===== config.mk =====
export PLATFORM = sky130hd
export DESIGN_NAME = msm_div
export DESIGN_NICKNAME = d
export VERILOG_FILES = /design/src/hw/rtl/msm_pkg.sv /design/src/hw/rtl/msm_div.sv
export SDC_FILE = /design/constraint.sdc
export NUM_CORES = 1
export LEC_CHECK = 0
export ABC_AREA = 1
export BUFFER_PORTS_ARGS = -buffer_cell sky130_fd_sc_hd__buf_4
export CAP_MARGIN = 30
export CORE_MARGIN = 2
export CORE_UTILIZATION = 57
export DETAILED_ROUTE_END_ITERATION = 8
export GPL_ROUTABILITY_DRIVEN = 0
export HOLD_SLACK_MARGIN = 0.12
export PLACE_DENSITY = 0.82
export SYNTH_ARGS = -nofsm -noshare
export SYNTH_HDL_FRONTEND = slang
export SYNTH_SLANG_ARGS = --single-unit

===== constraint.sdc =====
create_clock -name clk_i -period 1.9 [get_ports clk_i]
set_input_delay 0.38 -clock clk_i [delete_from_list [all_inputs] [get_ports clk_i]]
set_output_delay 0.38 -clock clk_i [all_outputs]
set_load 0.01 [all_outputs]

===== src/hw/rtl/msm_pkg.sv =====
`timescale 1ns / 1ps

package msm_pkg;

  localparam int unsigned SAMPLE_W   = 32;
  localparam int unsigned ADDR_W     = 32;  // signed window address, exact
  localparam int unsigned COORD_W    = 13;  // signed neighbor index
  localparam int unsigned GRID_W     = 11;
  localparam int unsigned STRIDE_W   = 16;
  localparam int unsigned QIDX_W     = 10;
  localparam int unsigned MUL_A_W    = 11;
  localparam int unsigned MUL_P_W    = MUL_A_W + STRIDE_W + 1;
  localparam int unsigned CNT_OUT_W  = 6;
  localparam int unsigned CFG_IDX_W  = 3;
  localparam int unsigned CFG_DATA_W = 16;

  // register indexes
  localparam logic [CFG_IDX_W-1:0] CFG_GRID_NX  = 3'd0;
  localparam logic [CFG_IDX_W-1:0] CFG_GRID_NY  = 3'd1;
  localparam logic [CFG_IDX_W-1:0] CFG_GRID_NZ  = 3'd2;
  localparam logic [CFG_IDX_W-1:0] CFG_STRIDE_X = 3'd3;
  localparam logic [CFG_IDX_W-1:0] CFG_STRIDE_Y = 3'd4;
  localparam logic [CFG_IDX_W-1:0] CFG_STRIDE_Z = 3'd5;

  // item function codes
  localparam logic FUNC_LOAD  = 1'b0;
  localparam logic FUNC_QUERY = 1'b1;

  typedef struct packed {
    logic                       func;
    logic [15:0]                cell_address;
    logic                       cell_present;
    logic signed [SAMPLE_W-1:0] cell_sample;
    logic [QIDX_W-1:0]          query_x;
    logic [QIDX_W-1:0]          query_y;
    logic [QIDX_W-1:0]          query_z;
  } msm_in_t;

  typedef struct packed {
    logic signed [SAMPLE_W-1:0] mean_value;
    logic [CNT_OUT_W-1:0]       sample_count;
    logic                       range_error;
  } msm_out_t;

  typedef struct packed {
    logic [GRID_W-1:0]   nx;
    logic [GRID_W-1:0]   ny;
    logic [GRID_W-1:0]   nz;
    logic [STRIDE_W-1:0] sx;
    logic [STRIDE_W-1:0] sy;
    logic [STRIDE_W-1:0] sz;
  } msm_cfg_t;

  // window walker status toward the sequencer
  typedef struct packed {
    logic rd_en;
    logic done;
    logic err;
  } msm_win_st_t;

endpackage


===== src/hw/rtl/msm_div.sv =====
`timescale 1ns / 1ps

module msm_div #(
  parameter int unsigned CW = 6
) (
  input  logic                                    clk_i,
  input  logic                                    rst_ni,
  input  logic                                    start_i,
  input  logic signed [msm_pkg::SAMPLE_W+CW-1:0]  dividend_i,
  input  logic [CW-1:0]                           divisor_i,
  output logic                                    done_o,
  output logic signed [msm_pkg::SAMPLE_W-1:0]     quotient_o
);
  import msm_pkg::*;

  localparam int unsigned SW   = SAMPLE_W + CW;
  localparam int unsigned CNTW = $clog2(SAMPLE_W + 1);

  logic            busy_q, done_q;
  logic [CNTW-1:0] cnt_q;
  logic [CW-1:0]   rem_q, div_q;
  logic [SAMPLE_W-1:0] low_q;
  logic            neg_q;

  logic [SW-1:0] mag;
  logic [CW:0]   trial, diff;
  logic          ge;

  assign mag   = dividend_i[SW-1] ? SW'(-dividend_i) : SW'(dividend_i);
  assign trial = {rem_q, low_q[SAMPLE_W-1]};
  assign ge    = (trial >= {1'b0, div_q});
  assign diff  = trial - {1'b0, div_q};

  always_ff @(posedge clk_i or negedge rst_ni) begin
    if (!rst_ni) begin
      busy_q <= 1'b0;
      done_q <= 1'b0;
      cnt_q  <= '0;
    end else begin
      done_q <= 1'b0;
      if (start_i) begin
        busy_q <= 1'b1;
        cnt_q  <= CNTW'(SAMPLE_W);
      end else if (busy_q) begin
        cnt_q <= cnt_q - CNTW'(1);
        if (cnt_q == CNTW'(1)) begin
          busy_q <= 1'b0;
          done_q <= 1'b1;
        end
      end
    end
  end

  // |sum| < count * 2^32, so the high part already sits below the divisor
  always_ff @(posedge clk_i) begin
    if (start_i) begin
      rem_q <= mag[SW-1:SAMPLE_W];
      low_q <= mag[SAMPLE_W-1:0];
      div_q <= divisor_i;
      neg_q <= dividend_i[SW-1];
    end else if (busy_q) begin
      rem_q <= ge ? diff[CW-1:0] : trial[CW-1:0];
      low_q <= {low_q[SAMPLE_W-2:0], ge};
    end
  end

  assign done_o     = done_q;
  assign quotient_o = neg_q ? -low_q : low_q;

endmodule


==> flow_summary.yaml <==
sta:
  slew_violations: 0
  rsz0062_at_grt: "yes"
  period_needed_ns: 2.41
  setup_slack_ns: -0.508
  setup_viol: 31
  skew_ns: 0.0122
  worst_pin_slew_ns: 0.443
  timing.fmax_mhz: 415
  slew_headroom_pct: 70.2
  holdWs_ns: 0.233
  hold_viol_final: 0
  fin_crit_sh_pct: 127
cells_and_area:
  drive_gt1_share_pct: 31.2
  final_cells: 918
  diodes: 0
  area_delta_synth_final_pct: 34.2
  nets: 870
die:
  io_pins: 80
  die_h_um: 94.8
  core.rowCount: 33
  start_util_pct: 58.1
  core_area_um2: 8090
  die_w_um: 94.8
  die_area_um2: 8990
pwr:
  p_total_uw: 5180
  cellPowerDensity_nw_per_um2: 822
  p_int_uw: 3090
  switching_share_pct: 40.4
  combPwrFrac_pct: 52.9
  peakVddDrop_uv: 629
  power_frac_seq_pct: 32.7
  switchingPower_uw: 2090
  p_leak_uw: 0.00291
  clkPwrFrac_pct: 14.3
global_route:
  track_usage_pct: 30.7
  grt_pass1_wl_mm: 21.8
  antenna_found_initial: 0
  grt_pass1_vias: 4759
  gr-total-overflow: 0
  grt_max_degree: 40
route:
  drc: 0
  drt_pass1_iterations: 5
  wl_mm: 15.3
  vias: 5306
  wl_per_cell_um: 16.7
  ant_nets: 0
  vias_per_cell: 5.78
  drtIter0Drc: 558
status:
  outcome: "finished, violations left"
  violations: "setup timing"
worst_setup_path:
  critPathKind: "reg -> out"
  worst-path-max-fanout: 3
  path_cells: "inv_2 -> ha_4 -> nand4_1 -> nor2_2 -> nand3_2 -> inv_2 -> nand2_2 -> nand2_1 -> nand2_1 -> nand2_1 -> buf_4"
  crit_slowest_cell: "edfxtp_1"
  path_buf_inv: 3
  required_ns: 1.52
  slowest_delay_ns: 0.43
  crit_path_end_kind: "output pin"
  start_kind: "flip-flop"
  critPathArrivalTime_ns: 2.03
  cp_common_cell: "nand2_1"
  crit_family: "simple AND/OR/NAND/NOR gates"
synth:
  syn_inst: 679
  synth_xor_area_share_pct: 7.08
  synth-main-ff-cell: "edfxtp_1"
  synth_area_um2: 4700
  yosys-top-cells-area: "edfxtp_1 (29%), nand2_1 (14%), nand3_1 (8.4%)"
  synthSimpleGateAreaFrac_pct: 39.6
  synth.top_cells.by_count: "nand2_1 (176), inv_1 (82), nor2_1 (80), nand3_1 (79), edfxtp_1 (45)"
  yosysMostFrequentCell: "nand2_1"
  yosysWarnings: 0
  synth_cell_types: 38
  synth_top_area_cell: "edfxtp_1"
  syn_nets: 737
  muxShareOfSynthArea_pct: 0
  ys_async_sr_fraction_pct: 15.1
  yosys.area_share.adder_pct: 3.09
  synth_top_area_share_pct: 28.8
  synth_edf_count: 45
  ys_ff_latch: 53
  synth_top_family_by_area: "simple AND/OR/NAND/NOR gates"
  synth-compound-area-share_pct: 8.44
  synth-seq-area-share_pct: 33.0
  avgSynthCellArea_um2: 6.92
placed_design:
  preCtsSetupSlack_ns: -0.156
  port-buffer-count: 79
  place_inst: 885
  dpl.hpwl_mm: 10.4
clock_tree:
  htreeDepth: 2
  tritoncts: "yes"
  cts-root-buf: "clkbuf_8"
  clock-sinks: 53
  insertion_delay_ns: 0.31
  cts_buffers: 5
  cts_buffer_depth: 2
  path_clk_slew_ns: 0.10
flow_run:
  drv_cap: 0
min_path:
  hold_path_class: "in -> reg"
[logic make-up after synthesis]
kind of cell               count (synthesis)
xor gates and xnor gates                  38
buffers and inverters                    102
DFF                                       53
and+or+nand+nor                          404
adders and majority gates                 11
AOI/OAI and AO/OA                         71
[stage by stage]
stage,util (%),cell area [µm²],TNS (ns)
2_1_floorplan,-,4700,0
3_3_place_gp,69.7,5640,-0.110
3_5_place_dp,69.7,5640,-0.705
4_1_cts,73.6,5960,-6.96
5_1_grt,77.9,6300,-12.96
6_report,77.9,6300,-10.66
[flip-flops by register name, indices dropped and copies added (netlist names)]
| register | count |
|---|---|
| busy_q | 1 |
| div_q | 6 |
| neg_q | 1 |
| rem_q | 6 |
| done_o | 1 |
| cnt_q | 6 |
| low_q | 32 |
[per-layer routing]
| layer | wire, µm | up-vias | global-route usage [%] |
|---|---|---|---|
| met3 | 1310 | 82 | 4.47 |
| met1 | 5900 | 2374 | 39.1 |
| met2 | 7410 | 351 | 52.1 |
| li1 | - | 2499 | - |
| met4 | 696 | 0 | 12.7 |
| met5 | 0 | - | 0 |
[final timing paths]
kind | slack [ns] | cells after the start | endpoint | startpoint
hold / removal | 0.23 | 1 | div_q[4] | divisor_i[4]
min in group asynchronous | 0.40 | 2 | cnt_q[0] | rst_ni
setup / recovery | -0.51 | 11 | quotient_o[20] | low_q[1]
hold reg to reg | 0.49 | 1 | cnt_q[4] | cnt_q[4]
setup reg to reg | 0 | 8 | rem_q[2] | rem_q[2]
max in group asynchronous | 1.38 | 2 | cnt_q[1] | rst_ni
[power by group through the flow]
stage	Sequential [µW]	Combinational [µW]	Clock, µW
after floorplan	1650	1260	0
after global placement	1670	1980	0
after detailed placement	1680	2070	0
after CTS	1660	2220	752
after global routing	1710	2950	803
final	1700	2740	742
[cell type report]
| type | count | area, µm² |
|---|---|---|
| repair buffers | 144 | 1160 |
| repair inverters | 1 | 5.00 |
| multi-input cells | 524 | 3030 |
| flip-flops and latches | 53 | 1550 |
| clock inverters | 2 | 17.5 |
| well taps | 105 | 131 |
| inverters | 83 | 315 |
| fillers | 583 | 1790 |
| clock buffers | 6 | 93.8 |
[layout by cell type (no fill, tap or decap), types with 2 or more instances in the layout]
cell type and n:
nor2_2 23, clkbuf_8 5, nor4_1 2, o21ai_0 33, buf_12 2, nor3_2 2
nand2_1 160, o22ai_1 5, dfrtp_1 8, nand3_1 68, inv_6 2, nand3_2 13
nor3_1 4, ha_1 6, nand2_4 4, o21ai_2 6, nand2_2 19, ha_4 4
a21oi_2 2, o21ai_1 9, nand4_1 19, nor2_1 67, buf_6 8, clkbuf_16 2
buf_4 132, xnor2_1 7, edfxtp_1 45, inv_1 74, nand3_4 3, a21oi_1 10
inv_2 8, nor2_4 11, nand3b_1 7, xor2_1 30
[timing repair]
action | 4_1_cts | 5_1_grt
cloned | 0 | 2
gates resized for setup | 30 | 60
setup endpoints to repair | 29 | 37
hold buffers | 1 | 0
pin swaps | 9 | 24
hold endpoints to repair | 8 | 0
setup buffers | 12 | 11
No activity file was read; power rests on OpenSTA's default activity.
