### config.mk
export PLATFORM = sky130hd
export DESIGN_NAME = msm_window
export DESIGN_NICKNAME = d
export VERILOG_FILES = /design/src/hw/rtl/msm_pkg.sv /design/src/hw/rtl/msm_window.sv
export SDC_FILE = /design/constraint.sdc
export NUM_CORES = 1
export LEC_CHECK = 0
export BUFFER_PORTS_ARGS = -buffer_cell sky130_fd_sc_hd__buf_2
export CAP_MARGIN = 20
export CORE_MARGIN = 3
export CORE_UTILIZATION = 35
export CTS_CLUSTER_DIAMETER = 60
export DETAILED_ROUTE_END_ITERATION = 10
export GPL_TIMING_DRIVEN = 1
export MAX_ROUTING_LAYER = met4
export PLACE_DENSITY = 0.59
export SLEW_MARGIN = 20
export SYNTH_ARGS = -nofsm -noshare
export SYNTH_HDL_FRONTEND = slang
export SYNTH_SLANG_ARGS = --single-unit
### constraint.sdc
create_clock -name clk_i -period 7.8 [get_ports clk_i]
set_input_delay 1.56 -clock clk_i [delete_from_list [all_inputs] [get_ports clk_i]]
set_output_delay 1.56 -clock clk_i [all_outputs]
set_load 0.05 [all_outputs]
### src/hw/rtl/msm_pkg.sv
`timescale 1ns / 1ps

package msm_pkg;

  localparam int unsigned SAMPLE_W   = 32;
  localparam int unsigned ADDR_W     = 32;  // signed window address, exact
  localparam int unsigned COORD_W    = 13;  // signed neighbor index
  localparam int unsigned GRID_W     = 11;
  localparam int unsigned STRIDE_W   = 16;
  localparam int unsigned QIDX_W     = 10;
  localparam int unsigned MUL_A_W    = 11;
  localparam int unsigned MUL_P_W    = MUL_A_W + STRIDE_W + 1;
  localparam int unsigned CNT_OUT_W  = 6;
  localparam int unsigned CFG_IDX_W  = 3;
  localparam int unsigned CFG_DATA_W = 16;

  // register indexes
  localparam logic [CFG_IDX_W-1:0] CFG_GRID_NX  = 3'd0;
  localparam logic [CFG_IDX_W-1:0] CFG_GRID_NY  = 3'd1;
  localparam logic [CFG_IDX_W-1:0] CFG_GRID_NZ  = 3'd2;
  localparam logic [CFG_IDX_W-1:0] CFG_STRIDE_X = 3'd3;
  localparam logic [CFG_IDX_W-1:0] CFG_STRIDE_Y = 3'd4;
  localparam logic [CFG_IDX_W-1:0] CFG_STRIDE_Z = 3'd5;

  // item function codes
  localparam logic FUNC_LOAD  = 1'b0;
  localparam logic FUNC_QUERY = 1'b1;

  typedef struct packed {
    logic                       func;
    logic [15:0]                cell_address;
    logic                       cell_present;
    logic signed [SAMPLE_W-1:0] cell_sample;
    logic [QIDX_W-1:0]          query_x;
    logic [QIDX_W-1:0]          query_y;
    logic [QIDX_W-1:0]          query_z;
  } msm_in_t;

  typedef struct packed {
    logic signed [SAMPLE_W-1:0] mean_value;
    logic [CNT_OUT_W-1:0]       sample_count;
    logic                       range_error;
  } msm_out_t;

  typedef struct packed {
    logic [GRID_W-1:0]   nx;
    logic [GRID_W-1:0]   ny;
    logic [GRID_W-1:0]   nz;
    logic [STRIDE_W-1:0] sx;
    logic [STRIDE_W-1:0] sy;
    logic [STRIDE_W-1:0] sz;
  } msm_cfg_t;

  // window walker status toward the sequencer
  typedef struct packed {
    logic rd_en;
    logic done;
    logic err;
  } msm_win_st_t;

endpackage

### src/hw/rtl/msm_window.sv
`timescale 1ns / 1ps

module msm_window #(
  parameter int unsigned STORE_DEPTH = 65536,
  parameter int unsigned HALF_WIDTH  = 3
) (
  input  logic                             clk_i,
  input  logic                             rst_ni,
  input  msm_pkg::msm_cfg_t                cfg_i,
  input  logic                             start_i,
  input  logic [msm_pkg::QIDX_W-1:0]       q_x_i,
  input  logic [msm_pkg::QIDX_W-1:0]       q_y_i,
  input  logic [msm_pkg::QIDX_W-1:0]       q_z_i,
  output msm_pkg::msm_win_st_t             st_o,
  output logic [$clog2(STORE_DEPTH)-1:0]   rd_addr_o
);
  import msm_pkg::*;

  localparam int unsigned AW = $clog2(STORE_DEPTH);
  localparam int unsigned NW = 2 * HALF_WIDTH + 1;
  localparam int unsigned IW = $clog2(NW + 1);

  localparam logic [2:0] W_IDLE = 3'd0;
  localparam logic [2:0] W_M0   = 3'd1;
  localparam logic [2:0] W_M1   = 3'd2;
  localparam logic [2:0] W_M2   = 3'd3;
  localparam logic [2:0] W_M3   = 3'd4;
  localparam logic [2:0] W_SCAN = 3'd5;

  logic [2:0]                st_q;
  logic                      done_q, err_q;
  logic [QIDX_W-1:0]         qx_q, qy_q, qz_q;
  logic signed [MUL_P_W-1:0] prod_q;
  logic [ADDR_W-1:0]         acc_q, row_q, cur_q;
  logic [IW-1:0]             dy_q, dz_q;

  // shared multiplier: one base term per cycle
  logic signed [MUL_A_W-1:0] mul_a;
  logic [STRIDE_W-1:0]       mul_b;
  logic signed [MUL_P_W-1:0] mul_p;

  always_comb begin
    case (st_q)
      W_M1: begin
        mul_a = MUL_A_W'({1'b0, qy_q}) - MUL_A_W'(HALF_WIDTH);
        mul_b = cfg_i.sy;
      end
      W_M2: begin
        mul_a = MUL_A_W'({1'b0, qz_q}) - MUL_A_W'(HALF_WIDTH);
        mul_b = cfg_i.sz;
      end
      default: begin
        mul_a = MUL_A_W'({1'b0, qx_q});
        mul_b = cfg_i.sx;
      end
    endcase
  end

  assign mul_p = MUL_P_W'(mul_a) * MUL_P_W'($signed({1'b0, mul_b}));

  logic [ADDR_W-1:0] prod_ext;
  assign prod_ext = {{(ADDR_W - MUL_P_W){prod_q[MUL_P_W-1]}}, prod_q};

  // scan decisions for the current (dy, dz) position
  logic [COORD_W-1:0] yy, zz;
  logic y_lo, y_hi, z_lo, z_hi, addr_bad, last_dy, last_dz;
  logic step_row, step_col, finish, hit_err, rd_en;

  assign yy       = COORD_W'(qy_q) + COORD_W'(dy_q) - COORD_W'(HALF_WIDTH);
  assign zz       = COORD_W'(qz_q) + COORD_W'(dz_q) - COORD_W'(HALF_WIDTH);
  assign y_lo     = yy[COORD_W-1];
  assign z_lo     = zz[COORD_W-1];
  assign y_hi     = !y_lo && (yy >= COORD_W'(cfg_i.ny));
  assign z_hi     = !z_lo && (zz >= COORD_W'(cfg_i.nz));
  assign addr_bad = cur_q[ADDR_W-1] || (cur_q >= ADDR_W'(STORE_DEPTH));
  assign last_dy  = (dy_q == IW'(NW - 1));
  assign last_dz  = (dz_q == IW'(NW - 1));

  always_comb begin
    step_row = 1'b0;
    step_col = 1'b0;
    finish   = 1'b0;
    hit_err  = 1'b0;
    rd_en    = 1'b0;
    if (st_q == W_SCAN) begin
      if (y_lo) begin
        step_row = 1'b1;
      end else if (y_hi) begin
        finish = 1'b1;
      end else if (z_hi) begin
        step_row = 1'b1;
      end else if (z_lo) begin
        step_col = 1'b1;
      end else if (addr_bad) begin
        finish  = 1'b1;
        hit_err = 1'b1;
      end else begin
        rd_en    = 1'b1;
        step_col = 1'b1;
      end
      if (step_col && last_dz) begin
        step_col = 1'b0;
        step_row = 1'b1;
      end
      if (step_row && last_dy) begin
        step_row = 1'b0;
        finish   = 1'b1;
      end
    end
  end

  // shared adder: base accumulation, then row and column steps
  logic [ADDR_W-1:0] add_a, add_b, add_s;

  always_comb begin
    case (st_q)
      W_M1: begin
        add_a = '0;
        add_b = prod_ext;
      end
      W_M2, W_M3: begin
        add_a = acc_q;
        add_b = prod_ext;
      end
      default: begin
        add_a = step_row ? row_q : cur_q;
        add_b = step_row ? ADDR_W'(cfg_i.sy) : ADDR_W'(cfg_i.sz);
      end
    endcase
  end

  assign add_s = add_a + add_b;

  always_ff @(posedge clk_i or negedge rst_ni) begin
    if (!rst_ni) begin
      st_q   <= W_IDLE;
      done_q <= 1'b0;
      err_q  <= 1'b0;
    end else begin
      done_q <= 1'b0;
      case (st_q)
        W_IDLE: begin
          if (start_i) begin
            if ({1'b0, q_x_i} >= cfg_i.nx) begin
              done_q <= 1'b1;
              err_q  <= 1'b0;
            end else begin
              st_q <= W_M0;
            end
          end
        end
        W_M0: st_q <= W_M1;
        W_M1: st_q <= W_M2;
        W_M2: st_q <= W_M3;
        W_M3: st_q <= W_SCAN;
        W_SCAN: begin
          if (finish) begin
            st_q   <= W_IDLE;
            done_q <= 1'b1;
            err_q  <= hit_err;
          end
        end
        default: st_q <= W_IDLE;
      endcase
    end
  end

  always_ff @(posedge clk_i) begin
    if (st_q == W_IDLE && start_i) begin
      qx_q <= q_x_i;
      qy_q <= q_y_i;
      qz_q <= q_z_i;
    end
    case (st_q)
      W_M0: prod_q <= mul_p;
      W_M1, W_M2: begin
        acc_q  <= add_s;
        prod_q <= mul_p;
      end
      W_M3: begin
        row_q <= add_s;
        cur_q <= add_s;
        dy_q  <= '0;
        dz_q  <= '0;
      end
      W_SCAN: begin
        if (step_row) begin
          row_q <= add_s;
          cur_q <= add_s;
          dy_q  <= dy_q + IW'(1);
          dz_q  <= '0;
        end else if (step_col) begin
          cur_q <= add_s;
          dz_q  <= dz_q + IW'(1);
        end
      end
      default: ;
    endcase
  end

  assign st_o.rd_en = rd_en;
  assign st_o.done  = done_q;
  assign st_o.err   = err_q;
  assign rd_addr_o  = cur_q[AW-1:0];

endmodule

==> flow_metrics.py <==
metrics = {
    "yosys": {
        "syn-cell-area_sq_mm": 0.0162,
        "synthTopCellsByCount": "inv_1, nand2_1, ha_1",
        "ys_seq_elements": 165,
        "async_flop_share_pct": 3.03,
        "yosysTopAreaCellShare_pct": 29.6,
        "ys.flop_type": "edfxtp_1",
        "synth_edf_count": 160,
        "ys_types": 78,
        "post-synth-top-count-cell": "inv_1",
        "yosysSeqAreaShare_pct": 30.4,
        "avgSynthCellArea_sq_um": 9.83,
        "yosys.area.top_type": "edfxtp_1",
        "synth_area_leaders": "edfxtp_1, fa_1, ha_1",
        "synth_warnings": 0,
        "synthCells": 1652,
        "syn_nets": 2068,
    },
    "place": {
        "dp_cells": 2384,
        "io_buffer_count": 132,
        "hpwl_um": 35600,
        "place_congestion": 0.942,
    },
    "global_routing": {
        "grt_pass1_wl_um": 68900,
        "grt_pass1_vias": 12500,
        "grt_util_all_layers_pct": 18.2,
        "grt_max_degree": 63,
        "antenna_found_initial": 2,
        "grt_overflow_total": 0,
    },
    "clock_network": {
        "root_buffer": "clkbuf_16",
        "clk_path_buf_depth": 2,
        "cts_buffers": 17,
        "cts_tree": "yes",
        "htreeDepth": 4,
        "clkTransAtPathRegs_ns": 0.07,
        "clock-sinks": 165,
        "worstSkewPairLatency_ns": 0.44,
    },
    "cells_and_area": {
        "area_delta_synth_final_pct": 13.8,
        "fin_cells": 2423,
        "regArea_sq_mm": 0.00493,
        "nets": 2224,
        "n_fill_cell": 4516,
        "utilization_pct": 40.5,
        "multi_input_area_sq_mm": 0.0101,
        "drive_gt1_share_pct": 15.0,
    },
    "floorplanning": {
        "dieHeight_um": 221,
        "num_rows": 78,
        "core-area_sq_mm": 0.0456,
        "die_x_um": 221,
        "io_pins": 133,
        "dieArea_sq_mm": 0.0490,
        "initial_core_util_pct": 35.6,
    },
    "critical_path": {
        "r2r_setup_slack_ns": 0.44,
        "critPathRequiredTime_ns": 7.99,
        "reg2reg_from": "st_q[2]",
        "path_class": "reg -> reg",
        "crit_arrival_ns": 7.55,
        "crit_path_start": "st_q[2]",
        "r2r_end": "prod_q[26]",
        "reg2regPathDepth": 27,
        "endpoint_kind": "flop",
        "critPathLaunchType": "flop",
        "cp_max_fo": 16,
        "crit_end": "prod_q[26]",
    },
    "sta": {
        "layout_min_cycle_time_ns": 7.36,
        "timing.fmax_ghz": 0.136,
        "slew_headroom_pct": 40.3,
        "skew_ns": 0.0163,
        "period_share_pct": 94.4,
        "finalSetupViolCount": 0,
        "fin_setup_tns_ns": 0,
        "hold_violations": 0,
        "slew_violations": 0,
        "worst_slew_pin_slew_ns": 0.871,
    },
    "routing": {
        "final_antenna_net_count": 0,
        "vias_per_cell": 4.98,
        "drt-total-wl_um": 43400,
        "drtIter0Drc": 540,
        "drt_pass1_iterations": 4,
        "drc": 0,
        "wl_per_cell_um": 17.9,
        "vias": 12100,
    },
    "status": {
        "outcome": "finished clean",
    },
    "job": {
        "cap_violations": 0,
    },
    "hold_path": {
        "hp-class": "reg -> reg",
    },
}
## routing by layer
metal | routed length [um] | GRT usage, %
met1 | 20500 | 24.5
met2 | 20700 | 29.8
met3 | 1630 | 2.06
met4 | 583 | 4.05
met5 | 0 | -
## sequential cells by signal, indices dropped and copies added (netlist names)
| signal | flops |
|---|---|
| acc_q | 32 |
| cur_q | 32 |
| row_q | 32 |
| prod_q | 28 |
| qx_q | 10 |
| qy_q | 10 |
| qz_q | 10 |
| dy_q | 3 |
| dz_q | 3 |
| st_q | 3 |
| done_q | 1 |
| err_q | 1 |
## per-stage QoR
step | worst slack, ns | area, sq um | hold slack (ns)
final | 0.437 | 18500 | 0.541
after floorplan | 0.227 | 16200 | 0.512
after global placement | 0.106 | 17800 | 0.529
after global routing | -0.0125 | 18500 | 0.612
after detailed placement | 0.00312 | 17800 | 0.534
after CTS | 0.0299 | 18400 | 0.548
## placed cells by master, fill, tap and decap left out, types with 7 or more instances in the layout
master and instances:
o21ai_1 41, a31oi_1 7, a21oi_1 61, mux2i_1 69, a21o_1 24, buf_4 65
nor3_1 12, xnor2_1 57, o21bai_1 19, edfxtp_1 160, and3_1 7, nor2_1 128
and2_1 30, nand4_1 9, o21ai_0 57, nand2b_1 11, inv_1 236, fa_1 129
o21a_1 26, clkbuf_16 17, xor2_1 21, buf_2 132, ha_1 173, nor2b_1 12
nand2_1 183, nand3_1 18, nor4_1 7
## logic make-up after synthesis
logic type | count (synthesis) | share of synthesized area [%]
buf+inv | 301 | 7.79
compound gates | 292 | 11.6
mux | 76 | 4.76
fa+ha+maj | 302 | 29.2
flops | 165 | 30.4
xor+xnor | 78 | 4.21
simple gates | 438 | 12.0
## critical path, cell delays in order (launching register included)
cell and delay [ns]:
dfrtp_1 0.38, nand2b_4 0.16, inv_6 0.10, nand2_2 0.19
o21ai_0 0.33, ha_1 0.29, nor2_1 0.08, xor2_1 0.19
o21ai_1 0.13, buf_4 0.26, nand2_1 0.11, fa_1 0.57
fa_1 0.44, fa_1 0.50, inv_1 0.06, fa_1 0.53
inv_1 0.06, fa_1 0.53, inv_1 0.04, ha_1 0.34
o2111a_1 0.18, o31a_1 0.33, o311ai_2 0.31, a31oi_1 0.21
a2111oi_1 0.39, o21bai_1 0.12, a21oi_1 0.18, xnor2_1 0.08
## layout make-up
type,instances,share of cell area (%)
multi-input cells,1186,54.8
clock inverters,15,0.874
flip-flops and latches,165,26.7
clock buffers,17,2.30
inverters,239,4.89
repair buffers,199,6.34
well taps,600,4.07
diodes,2,0.0271
## worst min-delay path by stage
stage / startpoint / end / slack [ns] / cells past startpoint
2_1_floorplan: err_q / err_q / 0.51 / 2
3_3_place_gp: err_q / err_q / 0.53 / 2
3_5_place_dp: err_q / err_q / 0.53 / 2
4_1_cts: err_q / err_q / 0.55 / 2
5_1_grt: err_q / err_q / 0.61 / 2
6_report: err_q / err_q / 0.54 / 2
## repair_timing
item                                    4_1_cts  5_1_grt
gates resized for setup                       1       14
endpoints found under the setup margin        3       29
gates cloned                                  0        0
hold buffers                                  0        0
buffers inserted                              0        5
pin swaps                                     0        4
Power is left out: the tool's default activity adds up to more than one toggle a clock period on the data nets, which glitch-free logic cannot reach.
